==> src/design/bgc_pkg.sv <==
// Package: types, constants and event codes of the button gesture classifier
`timescale 1ns / 1ps
package bgc_pkg;

   localparam int TIME_W     = 32;
   localparam int EVENT_W    = 4;
   localparam int CLICK_W    = 8;
   localparam int HOLDS_W    = 16;
   localparam int CSR_ADDR_W = 4;
   localparam int CSR_DATA_W = 32;

   localparam int BGC_QUEUE_DEPTH = 4;

   // Event codes
   localparam logic [EVENT_W-1:0] EV_PRESS      = 4'd0;
   localparam logic [EVENT_W-1:0] EV_RELEASE    = 4'd1;
   localparam logic [EVENT_W-1:0] EV_CHANGE     = 4'd2;
   localparam logic [EVENT_W-1:0] EV_HOLD       = 4'd3;
   localparam logic [EVENT_W-1:0] EV_CLICK_BASE = 4'd3;  // click_n = base + n
   localparam logic [EVENT_W-1:0] EV_CRAZY      = 4'd14;

   localparam logic [CLICK_W-1:0] CRAZY_COUNT = 8'd10;
   localparam logic [CLICK_W-1:0] CLICK_MAX   = 8'hFF;
   localparam logic [HOLDS_W-1:0] HOLDS_MAX   = 16'hFFFF;

   // Register indexes (byte address / 4)
   localparam logic [1:0] REG_HOLD_TIME    = 2'd0;
   localparam logic [1:0] REG_REPEAT_HOLD  = 2'd1;
   localparam logic [1:0] REG_MULTI_WINDOW = 2'd2;
   localparam logic [1:0] REG_BISTABLE     = 2'd3;

   typedef struct packed {
      logic [TIME_W-1:0] hold_time_ms;
      logic [TIME_W-1:0] repeat_hold_ms;
      logic [TIME_W-1:0] multiclick_window_ms;
      logic              bistable_mode;
   } bgc_cfg_type;

   // Events produced by one tick, pushed into the result queue together
   typedef struct packed {
      logic [1:0]         count;
      logic [EVENT_W-1:0] code0;
      logic [EVENT_W-1:0] code1;
   } bgc_push_type;

endpackage

==> src/design/bgc_if.sv <==
// Channel interfaces: tick input and event result
`timescale 1ns / 1ps
interface bgc_req_if;
   import bgc_pkg::*;
   logic              valid;
   logic              ready;
   logic              level_pressed;
   logic [TIME_W-1:0] now_ms;

   modport source (output valid, level_pressed, now_ms, input ready);
   modport sink   (input valid, level_pressed, now_ms, output ready);
endinterface

interface bgc_rsp_if;
   import bgc_pkg::*;
   logic               valid;
   logic               ready;
   logic [EVENT_W-1:0] event_code;
   logic               last_of_run;

   modport source (output valid, event_code, last_of_run, input ready);
   modport sink   (input valid, event_code, last_of_run, output ready);
endinterface

==> src/design/bgc_csr.sv <==
// Configuration registers behind the APB-style port
`timescale 1ns / 1ps
module bgc_csr (
   input  logic                           clock,
   input  logic                           reset,
   input  logic                           psel,
   input  logic                           penable,
   input  logic                           pwrite,
   input  logic [bgc_pkg::CSR_ADDR_W-1:0] paddr,
   input  logic [bgc_pkg::CSR_DATA_W-1:0] pwdata,
   output logic [bgc_pkg::CSR_DATA_W-1:0] prdata,
   output logic                           pready,
   output bgc_pkg::bgc_cfg_type           cfg
);
   import bgc_pkg::*;

   bgc_cfg_type cfg_ff;
   bgc_cfg_type cfg_in;
   logic        wr_en;
   logic [1:0]  reg_idx;

   assign pready  = 1'b1;
   assign wr_en   = psel && penable && pwrite;
   assign reg_idx = paddr[3:2];
   assign cfg     = cfg_ff;

   always_comb begin
      cfg_in = cfg_ff;
      if (wr_en) begin
         unique case (reg_idx)
            REG_HOLD_TIME:    cfg_in.hold_time_ms         = pwdata;
            REG_REPEAT_HOLD:  cfg_in.repeat_hold_ms       = pwdata;
            REG_MULTI_WINDOW: cfg_in.multiclick_window_ms = pwdata;
            REG_BISTABLE:     cfg_in.bistable_mode        = pwdata[0];
         endcase
      end
   end

   always_comb begin
      unique case (reg_idx)
         REG_HOLD_TIME:    prdata = cfg_ff.hold_time_ms;
         REG_REPEAT_HOLD:  prdata = cfg_ff.repeat_hold_ms;
         REG_MULTI_WINDOW: prdata = cfg_ff.multiclick_window_ms;
         REG_BISTABLE:     prdata = {{(CSR_DATA_W-1){1'b0}}, cfg_ff.bistable_mode};
      endcase
   end

   always_ff @(posedge clock) begin
      if (reset) begin
         cfg_ff <= '0;
      end else begin
         cfg_ff <= cfg_in;
      end
   end

endmodule

==> src/design/bgc_core.sv <==
// Tick input register, gesture state and event classification
`timescale 1ns / 1ps
module bgc_core (
   input  logic                       clock,
   input  logic                       reset,
   input  bgc_pkg::bgc_cfg_type       cfg,
   input  logic                       req_valid,
   output logic                       req_ready,
   input  logic                       req_level_pressed,
   input  logic [bgc_pkg::TIME_W-1:0] req_now_ms,
   input  logic                       queue_room,
   output bgc_pkg::bgc_push_type      push
);
   import bgc_pkg::*;

   // input register
   logic              stg_valid_ff, stg_valid_in;
   logic              stg_level_ff;
   logic [TIME_W-1:0] stg_now_ff;

   // gesture state
   logic               prev_level_ff, prev_level_in;
   logic [TIME_W-1:0]  last_change_ff, last_change_in;
   logic [CLICK_W-1:0] click_count_ff, click_count_in;
   logic [HOLDS_W-1:0] holds_sent_ff, holds_sent_in;

   logic                       fire;
   logic                       req_xfer;
   logic [TIME_W-1:0]          elapsed;
   logic [TIME_W+HOLDS_W-1:0]  hold_prod;
   logic [TIME_W+HOLDS_W:0]    hold_thr;
   logic                       hold_allowed;
   logic                       changed;
   bgc_push_type               push_w;

   assign fire      = stg_valid_ff && queue_room;
   assign req_ready = !stg_valid_ff || queue_room;
   assign req_xfer  = req_valid && req_ready;

   assign elapsed   = stg_now_ff - last_change_ff;
   assign changed   = stg_level_ff != prev_level_ff;
   assign hold_prod = holds_sent_ff * cfg.repeat_hold_ms;
   assign hold_thr  = {1'b0, hold_prod} + {{(HOLDS_W+1){1'b0}}, cfg.hold_time_ms};
   assign hold_allowed = (cfg.repeat_hold_ms == '0) ? (holds_sent_ff == '0) : 1'b1;

   always_comb begin
      push_w         = '0;
      prev_level_in  = prev_level_ff;
      last_change_in = last_change_ff;
      click_count_in = click_count_ff;
      holds_sent_in  = holds_sent_ff;

      priority if (changed) begin
         push_w.count   = 2'd2;
         push_w.code0   = stg_level_ff ? EV_PRESS : EV_RELEASE;
         push_w.code1   = EV_CHANGE;
         prev_level_in  = stg_level_ff;
         last_change_in = stg_now_ff;
         if ((stg_level_ff || cfg.bistable_mode) && click_count_ff != CLICK_MAX)
            click_count_in = click_count_ff + 1'b1;
      end else if (!cfg.bistable_mode && stg_level_ff) begin
         if (click_count_ff <= 8'd1 && cfg.hold_time_ms != '0 &&
             {{(HOLDS_W+1){1'b0}}, elapsed} > hold_thr && hold_allowed) begin
            push_w.count = 2'd1;
            push_w.code0 = EV_HOLD;
            if (holds_sent_ff != HOLDS_MAX)
               holds_sent_in = holds_sent_ff + 1'b1;
         end
      end else if (click_count_ff != '0) begin
         if (cfg.multiclick_window_ms == '0) begin
            click_count_in = '0;
            holds_sent_in  = '0;
         end else if (elapsed > cfg.multiclick_window_ms) begin
            if (holds_sent_ff == '0) begin
               priority if (click_count_ff < CRAZY_COUNT) begin
                  push_w.count = 2'd1;
                  push_w.code0 = EV_CLICK_BASE + click_count_ff[EVENT_W-1:0];
               end else if (click_count_ff == CRAZY_COUNT) begin
                  push_w.count = 2'd2;
                  push_w.code0 = EV_CLICK_BASE + click_count_ff[EVENT_W-1:0];
                  push_w.code1 = EV_CRAZY;
               end else begin
                  push_w.count = 2'd1;
                  push_w.code0 = EV_CRAZY;
               end
            end
            click_count_in = '0;
            holds_sent_in  = '0;
         end
      end else begin
         // no change, no hold check and no open series: no event
         push_w.count = 2'd0;
      end
   end

   always_comb begin
      push = push_w;
      if (!fire) push.count = 2'd0;
   end

   always_comb begin
      stg_valid_in = stg_valid_ff;
      if (req_xfer)  stg_valid_in = 1'b1;
      else if (fire) stg_valid_in = 1'b0;
   end

   always_ff @(posedge clock) begin
      if (req_xfer) begin
         stg_level_ff <= req_level_pressed;
         stg_now_ff   <= req_now_ms;
      end
   end

   always_ff @(posedge clock) begin
      if (reset) begin
         stg_valid_ff   <= 1'b0;
         prev_level_ff  <= 1'b0;
         last_change_ff <= '0;
         click_count_ff <= '0;
         holds_sent_ff  <= '0;
      end else begin
         stg_valid_ff <= stg_valid_in;
         if (fire) begin
            prev_level_ff  <= prev_level_in;
            last_change_ff <= last_change_in;
            click_count_ff <= click_count_in;
            holds_sent_ff  <= holds_sent_in;
         end
      end
   end

endmodule

==> src/design/bgc_result_queue.sv <==
// Result queue: takes up to two events a cycle, hands out one per transfer
`timescale 1ns / 1ps
module bgc_result_queue #(
   parameter int Depth = bgc_pkg::BGC_QUEUE_DEPTH
) (
   input  logic                        clock,
   input  logic                        reset,
   input  bgc_pkg::bgc_push_type       push,
   output logic                        room,
   output logic                        out_valid,
   input  logic                        out_ready,
   output logic [bgc_pkg::EVENT_W-1:0] out_code,
   output logic                        out_last
);
   import bgc_pkg::*;

   localparam int PtrW = (Depth > 1) ? $clog2(Depth) : 1;
   localparam int CntW = $clog2(Depth + 1);
   localparam logic [PtrW-1:0] PtrLast = PtrW'(Depth - 1);
   localparam logic [CntW-1:0] RoomMax = CntW'(Depth - 2);

   logic [EVENT_W-1:0] code_ff [Depth];
   logic               last_ff [Depth];
   logic [PtrW-1:0]    rptr_ff, rptr_in;
   logic [PtrW-1:0]    wptr_ff, wptr_in;
   logic [PtrW-1:0]    wptr_nxt;
   logic [CntW-1:0]    count_ff, count_in;
   logic               pop;

   function automatic logic [PtrW-1:0] ptr_inc(input logic [PtrW-1:0] p);
      return (p == PtrLast) ? '0 : p + 1'b1;
   endfunction

   assign out_valid = count_ff != '0;
   assign out_code  = code_ff[rptr_ff];
   assign out_last  = last_ff[rptr_ff];
   assign pop       = out_valid && out_ready;
   assign room      = count_ff <= RoomMax;
   assign wptr_nxt  = ptr_inc(wptr_ff);

   always_comb begin
      rptr_in  = pop ? ptr_inc(rptr_ff) : rptr_ff;
      count_in = count_ff + CntW'(push.count) - CntW'(pop);
      unique case (push.count)
         2'd0:    wptr_in = wptr_ff;
         2'd1:    wptr_in = wptr_nxt;
         default: wptr_in = ptr_inc(wptr_nxt);
      endcase
   end

   always_ff @(posedge clock) begin
      if (push.count != 2'd0) begin
         code_ff[wptr_ff] <= push.code0;
         last_ff[wptr_ff] <= push.count == 2'd1;
      end
      if (push.count == 2'd2) begin
         code_ff[wptr_nxt] <= push.code1;
         last_ff[wptr_nxt] <= 1'b1;
      end
   end

   always_ff @(posedge clock) begin
      if (reset) begin
         rptr_ff  <= '0;
         wptr_ff  <= '0;
         count_ff <= '0;
      end else begin
         rptr_ff  <= rptr_in;
         wptr_ff  <= wptr_in;
         count_ff <= count_in;
      end
   end

endmodule

==> src/design/button_gesture_classifier_top.sv <==
// Top level of the button gesture classifier
`timescale 1ns / 1ps
// Button gesture classifier.
// req_chan carries one tick per transfer: debounced level and millisecond time.
// rsp_chan returns the events of each tick in order (press/release + change,
// hold, click_1..click_10, crazy_clicker); last_of_run marks a tick's final
// event. Ticks that cause no event produce no transfer on rsp_chan.
// csr_* is an APB-style port; registers at byte 0 hold_time_ms, 4 repeat_hold_ms,
// 8 multiclick_window_ms, 12 bistable_mode. Write only while idle.
// Path: a tick is held in the input register, classified from there, and its
// events are written into the result queue, from which rsp_chan offers them.
// Throughput: one tick per cycle while the queue has room, set by the input
// register feeding the classifier; output drains one event per cycle from a
// small result queue, so a sustained stream of two-event ticks is output-bound.
// When rsp_chan stalls, the queue fills; the classifier waits once fewer than
// two slots are free; then req_chan.ready drops once the input register is full.
// Reset (synchronous, active high) clears registers, gesture state and queue.
module button_gesture_classifier_top #(
   parameter int QueueDepth = bgc_pkg::BGC_QUEUE_DEPTH
) (
   input  logic                           clock,
   input  logic                           reset,
   bgc_req_if.sink                        req_chan,
   bgc_rsp_if.source                      rsp_chan,
   input  logic                           csr_psel,
   input  logic                           csr_penable,
   input  logic                           csr_pwrite,
   input  logic [bgc_pkg::CSR_ADDR_W-1:0] csr_paddr,
   input  logic [bgc_pkg::CSR_DATA_W-1:0] csr_pwdata,
   output logic [bgc_pkg::CSR_DATA_W-1:0] csr_prdata,
   output logic                           csr_pready
);
   import bgc_pkg::*;

   bgc_cfg_type  cfg;
   bgc_push_type push;
   logic         queue_room;

   bgc_csr u_csr (
      .clock   (clock),
      .reset   (reset),
      .psel    (csr_psel),
      .penable (csr_penable),
      .pwrite  (csr_pwrite),
      .paddr   (csr_paddr),
      .pwdata  (csr_pwdata),
      .prdata  (csr_prdata),
      .pready  (csr_pready),
      .cfg     (cfg)
   );

   // tick register + classifier; pushes up to two events per transfer
   bgc_core u_core (
      .clock             (clock),
      .reset             (reset),
      .cfg               (cfg),
      .req_valid         (req_chan.valid),
      .req_ready         (req_chan.ready),
      .req_level_pressed (req_chan.level_pressed),
      .req_now_ms        (req_chan.now_ms),
      .queue_room        (queue_room),
      .push              (push)
   );

   bgc_result_queue #(
      .Depth (QueueDepth)
   ) u_queue (
      .clock     (clock),
      .reset     (reset),
      .push      (push),
      .room      (queue_room),
      .out_valid (rsp_chan.valid),
      .out_ready (rsp_chan.ready),
      .out_code  (rsp_chan.event_code),
      .out_last  (rsp_chan.last_of_run)
   );

endmodule

==> src/flat_wrapper.sv <==
// flat-port wrapper written by rule: the top's interface ports become plain ports
module button_gesture_classifier_top_flat import bgc_pkg::*;
#(
   parameter int QueueDepth = bgc_pkg::BGC_QUEUE_DEPTH
)
  (clock, reset, csr_psel, csr_penable, csr_pwrite, csr_paddr, csr_pwdata, csr_prdata, csr_pready, req_chan_valid, req_chan_level_pressed, req_chan_now_ms, req_chan_ready, rsp_chan_valid, rsp_chan_event_code, rsp_chan_last_of_run, rsp_chan_ready);
  bgc_req_if req_chan_i ();
  bgc_rsp_if rsp_chan_i ();
  input  logic clock;
  input  logic reset;
  input  logic csr_psel;
  input  logic csr_penable;
  input  logic csr_pwrite;
  input  logic [bgc_pkg::CSR_ADDR_W-1:0] csr_paddr;
  input  logic [bgc_pkg::CSR_DATA_W-1:0] csr_pwdata;
  output logic [bgc_pkg::CSR_DATA_W-1:0] csr_prdata;
  output logic csr_pready;
  input wire logic [$bits(req_chan_i.valid)-1:0] req_chan_valid;
  input wire logic [$bits(req_chan_i.level_pressed)-1:0] req_chan_level_pressed;
  input wire logic [$bits(req_chan_i.now_ms)-1:0] req_chan_now_ms;
  output wire logic [$bits(req_chan_i.ready)-1:0] req_chan_ready;
  output wire logic [$bits(rsp_chan_i.valid)-1:0] rsp_chan_valid;
  output wire logic [$bits(rsp_chan_i.event_code)-1:0] rsp_chan_event_code;
  output wire logic [$bits(rsp_chan_i.last_of_run)-1:0] rsp_chan_last_of_run;
  input wire logic [$bits(rsp_chan_i.ready)-1:0] rsp_chan_ready;
  assign req_chan_i.valid = req_chan_valid;
  assign req_chan_i.level_pressed = req_chan_level_pressed;
  assign req_chan_i.now_ms = req_chan_now_ms;
  assign req_chan_ready = req_chan_i.ready;
  assign rsp_chan_valid = rsp_chan_i.valid;
  assign rsp_chan_event_code = rsp_chan_i.event_code;
  assign rsp_chan_last_of_run = rsp_chan_i.last_of_run;
  assign rsp_chan_i.ready = rsp_chan_ready;
  button_gesture_classifier_top #(.QueueDepth(QueueDepth)) u_core (.clock(clock), .reset(reset), .req_chan(req_chan_i), .rsp_chan(rsp_chan_i), .csr_psel(csr_psel), .csr_penable(csr_penable), .csr_pwrite(csr_pwrite), .csr_paddr(csr_paddr), .csr_pwdata(csr_pwdata), .csr_prdata(csr_prdata), .csr_pready(csr_pready));
endmodule
==> config.mk <==
export PLATFORM = sky130hd
export DESIGN_NAME = button_gesture_classifier_top_flat
export DESIGN_NICKNAME = d
export VERILOG_FILES = /design/src/design/bgc_pkg.sv /design/src/design/bgc_if.sv /design/src/design/bgc_csr.sv /design/src/design/bgc_core.sv /design/src/design/bgc_result_queue.sv /design/src/design/button_gesture_classifier_top.sv /design/src/flat_wrapper.sv
export SDC_FILE = /design/constraint.sdc
export NUM_CORES = 2
export LEC_CHECK = 0
export BUFFER_PORTS_ARGS = -buffer_cell sky130_fd_sc_hd__buf_2
export CORE_MARGIN = 1
export CORE_UTILIZATION = 32
export CTS_BUF_LIST = sky130_fd_sc_hd__clkbuf_8
export DETAILED_ROUTE_END_ITERATION = 8
export SKIP_LAST_GASP = 1
export SLEW_MARGIN = 20
export SYNTH_ARGS = -nofsm -noshare
export SYNTH_HDL_FRONTEND = slang
export SYNTH_SLANG_ARGS = --single-unit
==> constraint.sdc <==
create_clock -name clock -period 9.7 [get_ports clock]
set_clock_uncertainty 0.2 [all_clocks]
set_input_delay 0.97 -clock clock [delete_from_list [all_inputs] [get_ports clock]]
set_output_delay 0.97 -clock clock [all_outputs]
set_load 0.02 [all_outputs]
Word level (Yosys, flattened, before mapping)
Memory sizes are Yosys's and may differ from the RTL's. A register that Yosys moved wholly into a read port is not among the register bits.
Index checks and enable logic that the tools add are counted.
{ "word_totals": {"mem_count": 2, "ff_bits": 195, "ramBits": 20, "elab_cells": 127, "output_inout_bits": 40} }
{ "memory_table": {"columns": ["memory", "words", "width", "read_ports", "rd_clocked_by_memory_dff", "write_ports", "line_no", "rtl"], "rows": [
  ["u_core.u_queue.code_ff", 4, 4, 1, 1, 2, "bgc_result_queue.sv:22", "logic [EVENT_W-1:0] code_ff [Depth];"],
  ["u_core.u_queue.last_ff", 4, 1, 1, 1, 2, "bgc_result_queue.sv:23", "logic last_ff [Depth];"]
]} }
{ "classes": {"n_bitwise": 1, "n_mux": 43, "n_addsub": 10, "mul": 1, "n_reduce_logical": 35, "n_lt_le_gt_ge": 5, "n_eq_ne": 16} }
{ "op_table": {"columns": ["cell", "count"], "rows": [
  ["32-bit case mux with 4 select lines", 1],
  ["16-bit two-way mux", 6],
  ["32-bit logical NOT", 2],
  ["8-bit two-way mux", 7],
  ["48-bit by 32-bit adder with 49-bit output", 1],
  ["32-bit by 49-bit greater-than comparator with 1-bit output", 1],
  ["16-bit by 32-bit multiplier with 48-bit output", 1],
  ["10-bit two-way mux", 4],
  ["32-bit greater-than comparator", 1],
  ["32-bit nonzero test", 1],
  ["32-bit subtractor", 1],
  ["2-bit two-way mux", 9],
  ["6-bit two-way mux", 3],
  ["16-bit by 1-bit adder with 16-bit output (second input constant)", 1],
  ["16-bit logical NOT", 1],
  ["16-bit != test (second input constant)", 1],
  ["2-bit == test (second input constant)", 6],
  ["4-bit two-way mux", 3],
  ["1-bit logical AND", 10],
  ["2-bit AND reduction", 5],
  ["3-bit nonzero test", 3],
  ["8-bit by 1-bit adder with 8-bit output (second input constant)", 1],
  ["8-bit by 4-bit == test with 1-bit output (second input constant)", 1],
  ["8-bit by 1-bit less-or-equal comparator with 1-bit output (second input constant)", 1],
  ["other kinds (22)", 40]
]} }

Logic depth before layout (Yosys ltp)
{ "logic_depth": {"word_depth": 13, "depth_mapped": 44, "mapped_depth_nobuf": 42} }

By module
A second synthesis with hierarchy kept.
{ "hier_totals": {"hier_cells": 3521, "hier_area_um2": 30690.7} }
{ "by_module_without_submodules": {"columns": ["module", "cells_per_inst", "area_per_inst_um2", "seq_area_each_um2", "n_inst"], "rows": [
  ["bgc_core", 2938, 24578.6, 2152.1, 1],
  ["bgc_csr", 464, 4591.9, 1941.9, 1],
  ["bgc_result_queue", 119, 1520.2, 740.7, 1]
]} }

Least setup slack after synthesis
OpenSTA, ideal clock, no wires.
{ "synth_path": {"path_kind": "flip-flop to flip-flop", "startpoint": "reg u_core.u_csr.cfg_ff (netlist bit u_core.u_csr.cfg[38])", "endpoint": "reg u_core.u_queue.count_ff[2]", "t_arrival_ns": 9.211, "required_time_ns": 9.372, "path_buffers": 2, "slack_ns": 0.162, "path_stages_with_launch": 42, "setup_ns": 0.128, "path_cell_list": "dfxtp_1 -> clkbuf_1 -> clkbuf_1 -> nand2_1 -> fa_1 -> inv_1 -> fa_1 -> inv_1 -> fa_1 -> inv_1 -> fa_1 -> fa_1 -> inv_1 -> fa_1 -> inv_1 -> ha_1 -> a21o_1 -> a21o_1 -> [... 6 more ...] -> ha_1 -> nand4_1 -> nor4_1 -> a311oi_1 -> o2111ai_1 -> a2111oi_2 -> nand4b_1 -> nor4bb_1 -> nand4_1 -> a21oi_1 -> inv_1 -> ha_1 -> inv_1 -> ha_1 -> fa_1 -> xor2_1 -> xnor2_1 -> nor2_1"} }
{ "synth_between": {"elab_chain_cells": 11} }
{ "synth_lines": {"columns": ["item", "line_no", "rtl"], "rows": [
  ["from (decl)", "bgc_csr.sv:17", "bgc_cfg_type cfg_ff;"],
  ["from (signal assigned)", "bgc_csr.sv:52", "cfg_ff <= cfg_in;"],
  ["16-bit by 32-bit multiplier with 48-bit output", "bgc_core.sv:42", "assign hold_prod = holds_sent_ff * cfg.repeat_hold_ms;"],
  ["48-bit by 32-bit adder with 49-bit output", "bgc_core.sv:43", "assign hold_thr = {1'b0, hold_prod} + {{(HOLDS_W+1){1'b0}}, cfg.hold_time_ms};"],
  ["32-bit by 49-bit greater-than comparator with 1-bit output", "bgc_core.sv:63", "{{(HOLDS_W+1){1'b0}}, elapsed} > hold_thr && hold_allowed) begin"],
  ["1-bit logical AND", "bgc_core.sv:62", "if (click_count_ff <= 8'd1 && cfg.hold_time_ms != '0 &&"],
  ["1-bit logical AND (*)", "bgc_core.sv:63", null],
  ["5-bit two-way mux (*)", "bgc_core.sv:62", null],
  ["6-bit two-way mux (*)", "bgc_core.sv:61", "end else if (!cfg.bistable_mode && stg_level_ff) begin"],
  ["10-bit two-way mux (*)", "bgc_core.sv:53", "priority if (changed) begin"],
  ["2-bit two-way mux (*)", "bgc_core.sv:98", "if (!fire) push.count = 2'd0;"],
  ["3-bit by 2-bit adder with 3-bit output (*)", "bgc_result_queue.sv:43", "count_in = count_ff + CntW'(push.count) - CntW'(pop);"],
  ["3-bit by 1-bit subtractor with 3-bit output (*)", "bgc_result_queue.sv:43", null],
  ["to (signal assigned)", "bgc_result_queue.sv:70", "count_ff <= count_in;"],
  ["to (decl)", "bgc_result_queue.sv:27", "logic [CntW-1:0] count_ff, count_in;"]
]} }
Mark *: on every way between the ends. The rest lies on a longest branch, timed or not.
A chain may end at the register's enable or synchronous reset.

Worst setup path in the final report
{ "layout_path": {"startpoint": "reg u_core.u_csr.cfg_ff (netlist bit u_core.u_csr.cfg[43])", "endpoint": "reg u_core.u_queue.count_ff[2]"} }
Same word-level chain as after synthesis.

==> results.toml <==
[clock_network]
clk_path_buf_depth = 3
cts.sinks = 217
tritoncts = "yes"
clock_latency_ns = 0.62
htreeDepth = 2
clk_pin_slew_worst_paths_ns = 0.06
root_buffer = "clkbuf_8"
cts_buffers = 42

[floorplan]
die_w_um = 311
start_util = 0.325
die_area_sq_um = 96700
core_sq_um = 94000
die_height_um = 311
top_level_ports = 116
row_count = 112

[worst_setup_path]
crit_path_top_delay_cell = "fa_1"
end_kind = "register"
crit_fanout = 6
cp.buffers_inverters = 7
crit_top_cell = "fa_1"
cp_data_arrival_time_ns = 9.75
criticalPathCategory = "register to register"
critPathLaunchType = "register"
r2r_slack_ns = 0.22
crit_family = "adder cells"
r2r_start = "u_core.u_csr.cfg[43]$_SDFFE_PP0P_"
worstPathRequired_ns = 9.97
cp-startpoint = "u_core.u_csr.cfg[43]$_SDFFE_PP0P_"
slowest_delay_ns = 0.59

[power]
ir_drop_mv = 0.136
leakagePower_nw = 16.3
power_density_nw_per_um2 = 78.2
total_power_mw = 2.80

[yosys]
synth-async-reset-ratio = 0
ys_ff_latch = 217
yosys_most_used_dff = "dfxtp_1"
post-synth-top-area-cell = "fa_1"
syn_area_per_cell_sq_um = 8.26
synth_warnings = 0
ys_types = 75
synth_area_leaders = "fa_1 (30%), dfxtp_1 (11%), ha_1 (9.8%)"
syn_inst = 3700
synth_top_area_frac = 0.297
ys_seq_area_frac = 0.157
syn_nets = 4468
syn-cell-area_sq_um = 30600
synth_edf_count = 45

[sta]
slew_headroom = 0.304
hold_viol = 0
period_share = 0.977
worstMarginPinSlew_ns = 1.04
drv_slew = 0
finalSetupViolCount = 0
rsz0062_at_grt = "yes"
timing.fmax_mhz = 106
fin_crit_ns = 9.48

[drt]
vias_per_cell = 4.87
ant_nets = 0
post_drt_wl_per_cell_um = 16.5
initialDrtViolationCount = 1606
num_vias = 25296
finalWirelength_mm = 85.7
first_pass_iters = 5
drc = 0

[global_routing]
antenna_found_initial = 2
grt_pass1_wl_mm = 139
grt_use_total = 0.178
grt_pass1_vias = 25583
grt_overflow = 0
grt_max_degree = 75

[place]
globalplace.congestion = 0.943
hpwl_mm = 70.0
place_area_sq_um = 33900
portBuffers = 112

[final_layout]
register_area_sq_um = 4870
drive_gt1_frac = 0.153
area_delta_synth_final_pct = 16.9
fillCellCount = 9496
nets = 4678
fin_area_sq_um = 35700
multi_input_area_sq_um = 23000
post-route-util = 0.380

[outcome]
outcome = "completed"

[hold_path]
hold_class = "register to register"
hold_start = "u_core.u_core.last_change_ff[18]$_SDFFE_PP0P_"

[run]
cap_violations = 0
state kept, by name, indices dropped and copies added (netlist names), named ones only:
signal / flops
u_core.u_csr.cfg: 97
u_core.u_core.last_change_ff: 32
u_core.u_core.stg_now_ff: 32
u_core.u_core.holds_sent_ff: 16
u_core.u_queue.code_ff: 16
u_core.u_core.click_count_ff: 8
u_core.u_queue.last_ff: 4
u_core.u_queue.count_ff: 3
u_core.u_queue.rptr_ff: 2
u_core.u_queue.wptr_ff: 2
u_core.u_core.prev_level_ff: 1
u_core.u_core.stg_level_ff: 1
u_core.u_core.stg_valid_ff: 1
through the flow:
| stage | TNS [ns] | setup WS, ns | hold WS (ns) | instances |
|---|---|---|---|---|
| floorplan | 0 | 0.162 | 0.230 | 3700 |
| global placement | -0.407 | -0.308 | 0.242 | 5090 |
| detailed placement | -0.501 | -0.353 | 0.246 | 5090 |
| CTS | 0 | 0.00851 | 0.256 | 5166 |
| global route | -0.174 | -0.165 | 0.275 | 5197 |
| finish | 0 | 0.225 | 0.253 | 5197 |
area by class of cell:
type,count,share of cell area
clock inverters,29,0.00620
repair buffers,383,0.0817
flip-flops and latches,217,0.136
inverters,673,0.0707
well taps,1254,0.0439
clock buffers,47,0.0181
multi-input cells,2593,0.643
diodes,1,0.0000700
routing by layer:
metal | GRT usage | routed length (um) | up-vias
met3 | 0.0173 | 4380 | 129
met4 | 0.0610 | 3100 | 2
met5 | 0 | 10 | -
li1 | - | - | 12060
met2 | 0.286 | 39000 | 687
met1 | 0.248 | 39200 | 12418
synth_stat cells, types with 17 or more instances:
cell      number
a211o_1       17
a21o_1        64
a21oi_1      233
and2_1       220
and3_1        23
clkbuf_1     209
dfxtp_1      172
edfxtp_1      45
fa_1         453
ha_1         239
inv_1        673
mux2i_1       38
nand2_1      690
nand2b_1      17
nand3_1       34
nand4_1       38
nor2_1        79
nor2b_1       24
nor3_1        23
nor4_1        29
o21a_1        23
o21ai_0       91
xnor2_1       40
xor2_1        28
worst paths after layout:
path                                                         to  depth (start not counted)
setup / recovery          u_core.u_queue.count_ff[2]$_SDFF_PP0_                         38
hold / removal    u_core.u_core.last_change_ff[18]$_SDFFE_PP0P_                          2
setup reg to reg          u_core.u_queue.count_ff[2]$_SDFF_PP0_                         38
hold reg to reg   u_core.u_core.last_change_ff[18]$_SDFFE_PP0P_                          2
where the power goes:
group,internal (mW),switching (mW),total (mW),leakage (nW)
clock network,0.528,0.442,0.970,0.490
registers,0.975,0.0453,1.02,1.85
logic,0.341,0.464,0.805,14.0
total,1.84,0.951,2.80,16.3
worst register-to-register path, delay by kind of cell (launching register included):
family / cells / cell delay, ns
simple gates: 8 / 1.27
xor+xnor: 3 / 0.50
fa+ha+maj: 11 / 4.43
buf+inv: 7 / 0.68
compound gates: 9 / 1.86
flops: 1 / 0.39
logic make-up after synthesis:
kind of cell,synth area share
and+or+nand+nor,0.190
DFF,0.157
buffers and inverters,0.110
muxes,0.0172
AOI/OAI and AO/OA,0.112
adders and majority gates,0.395
xor gates and xnor gates,0.0195
other,0.000123
layout by cell type, fill, tap and decap left out, drive strengths merged, types with 23 or more instances in the layout:
cell / instances
ha: 239
and3: 23
nor4: 30
nand2: 690
dfxtp: 172
o21a: 23
inv: 688
mux2i: 38
clkbuf: 48
buf: 382
o21ai: 93
a21oi: 235
nand3: 34
nor2b: 24
xor2: 28
xnor2: 40
a21o: 64
edfxtp: 45
nor3: 24
fa: 453
nor2: 79
and2: 221
nand4: 38
timing repair:
item / CTS / global route
cloned: 0 / 1
setup endpoints to repair: 2 / 2
hold buffers: 0 / 0
resized for setup: 29 / 165
pin swaps: 10 / 123
setup buffers: 0 / 29
No activity file was read; power rests on OpenSTA's default activity.
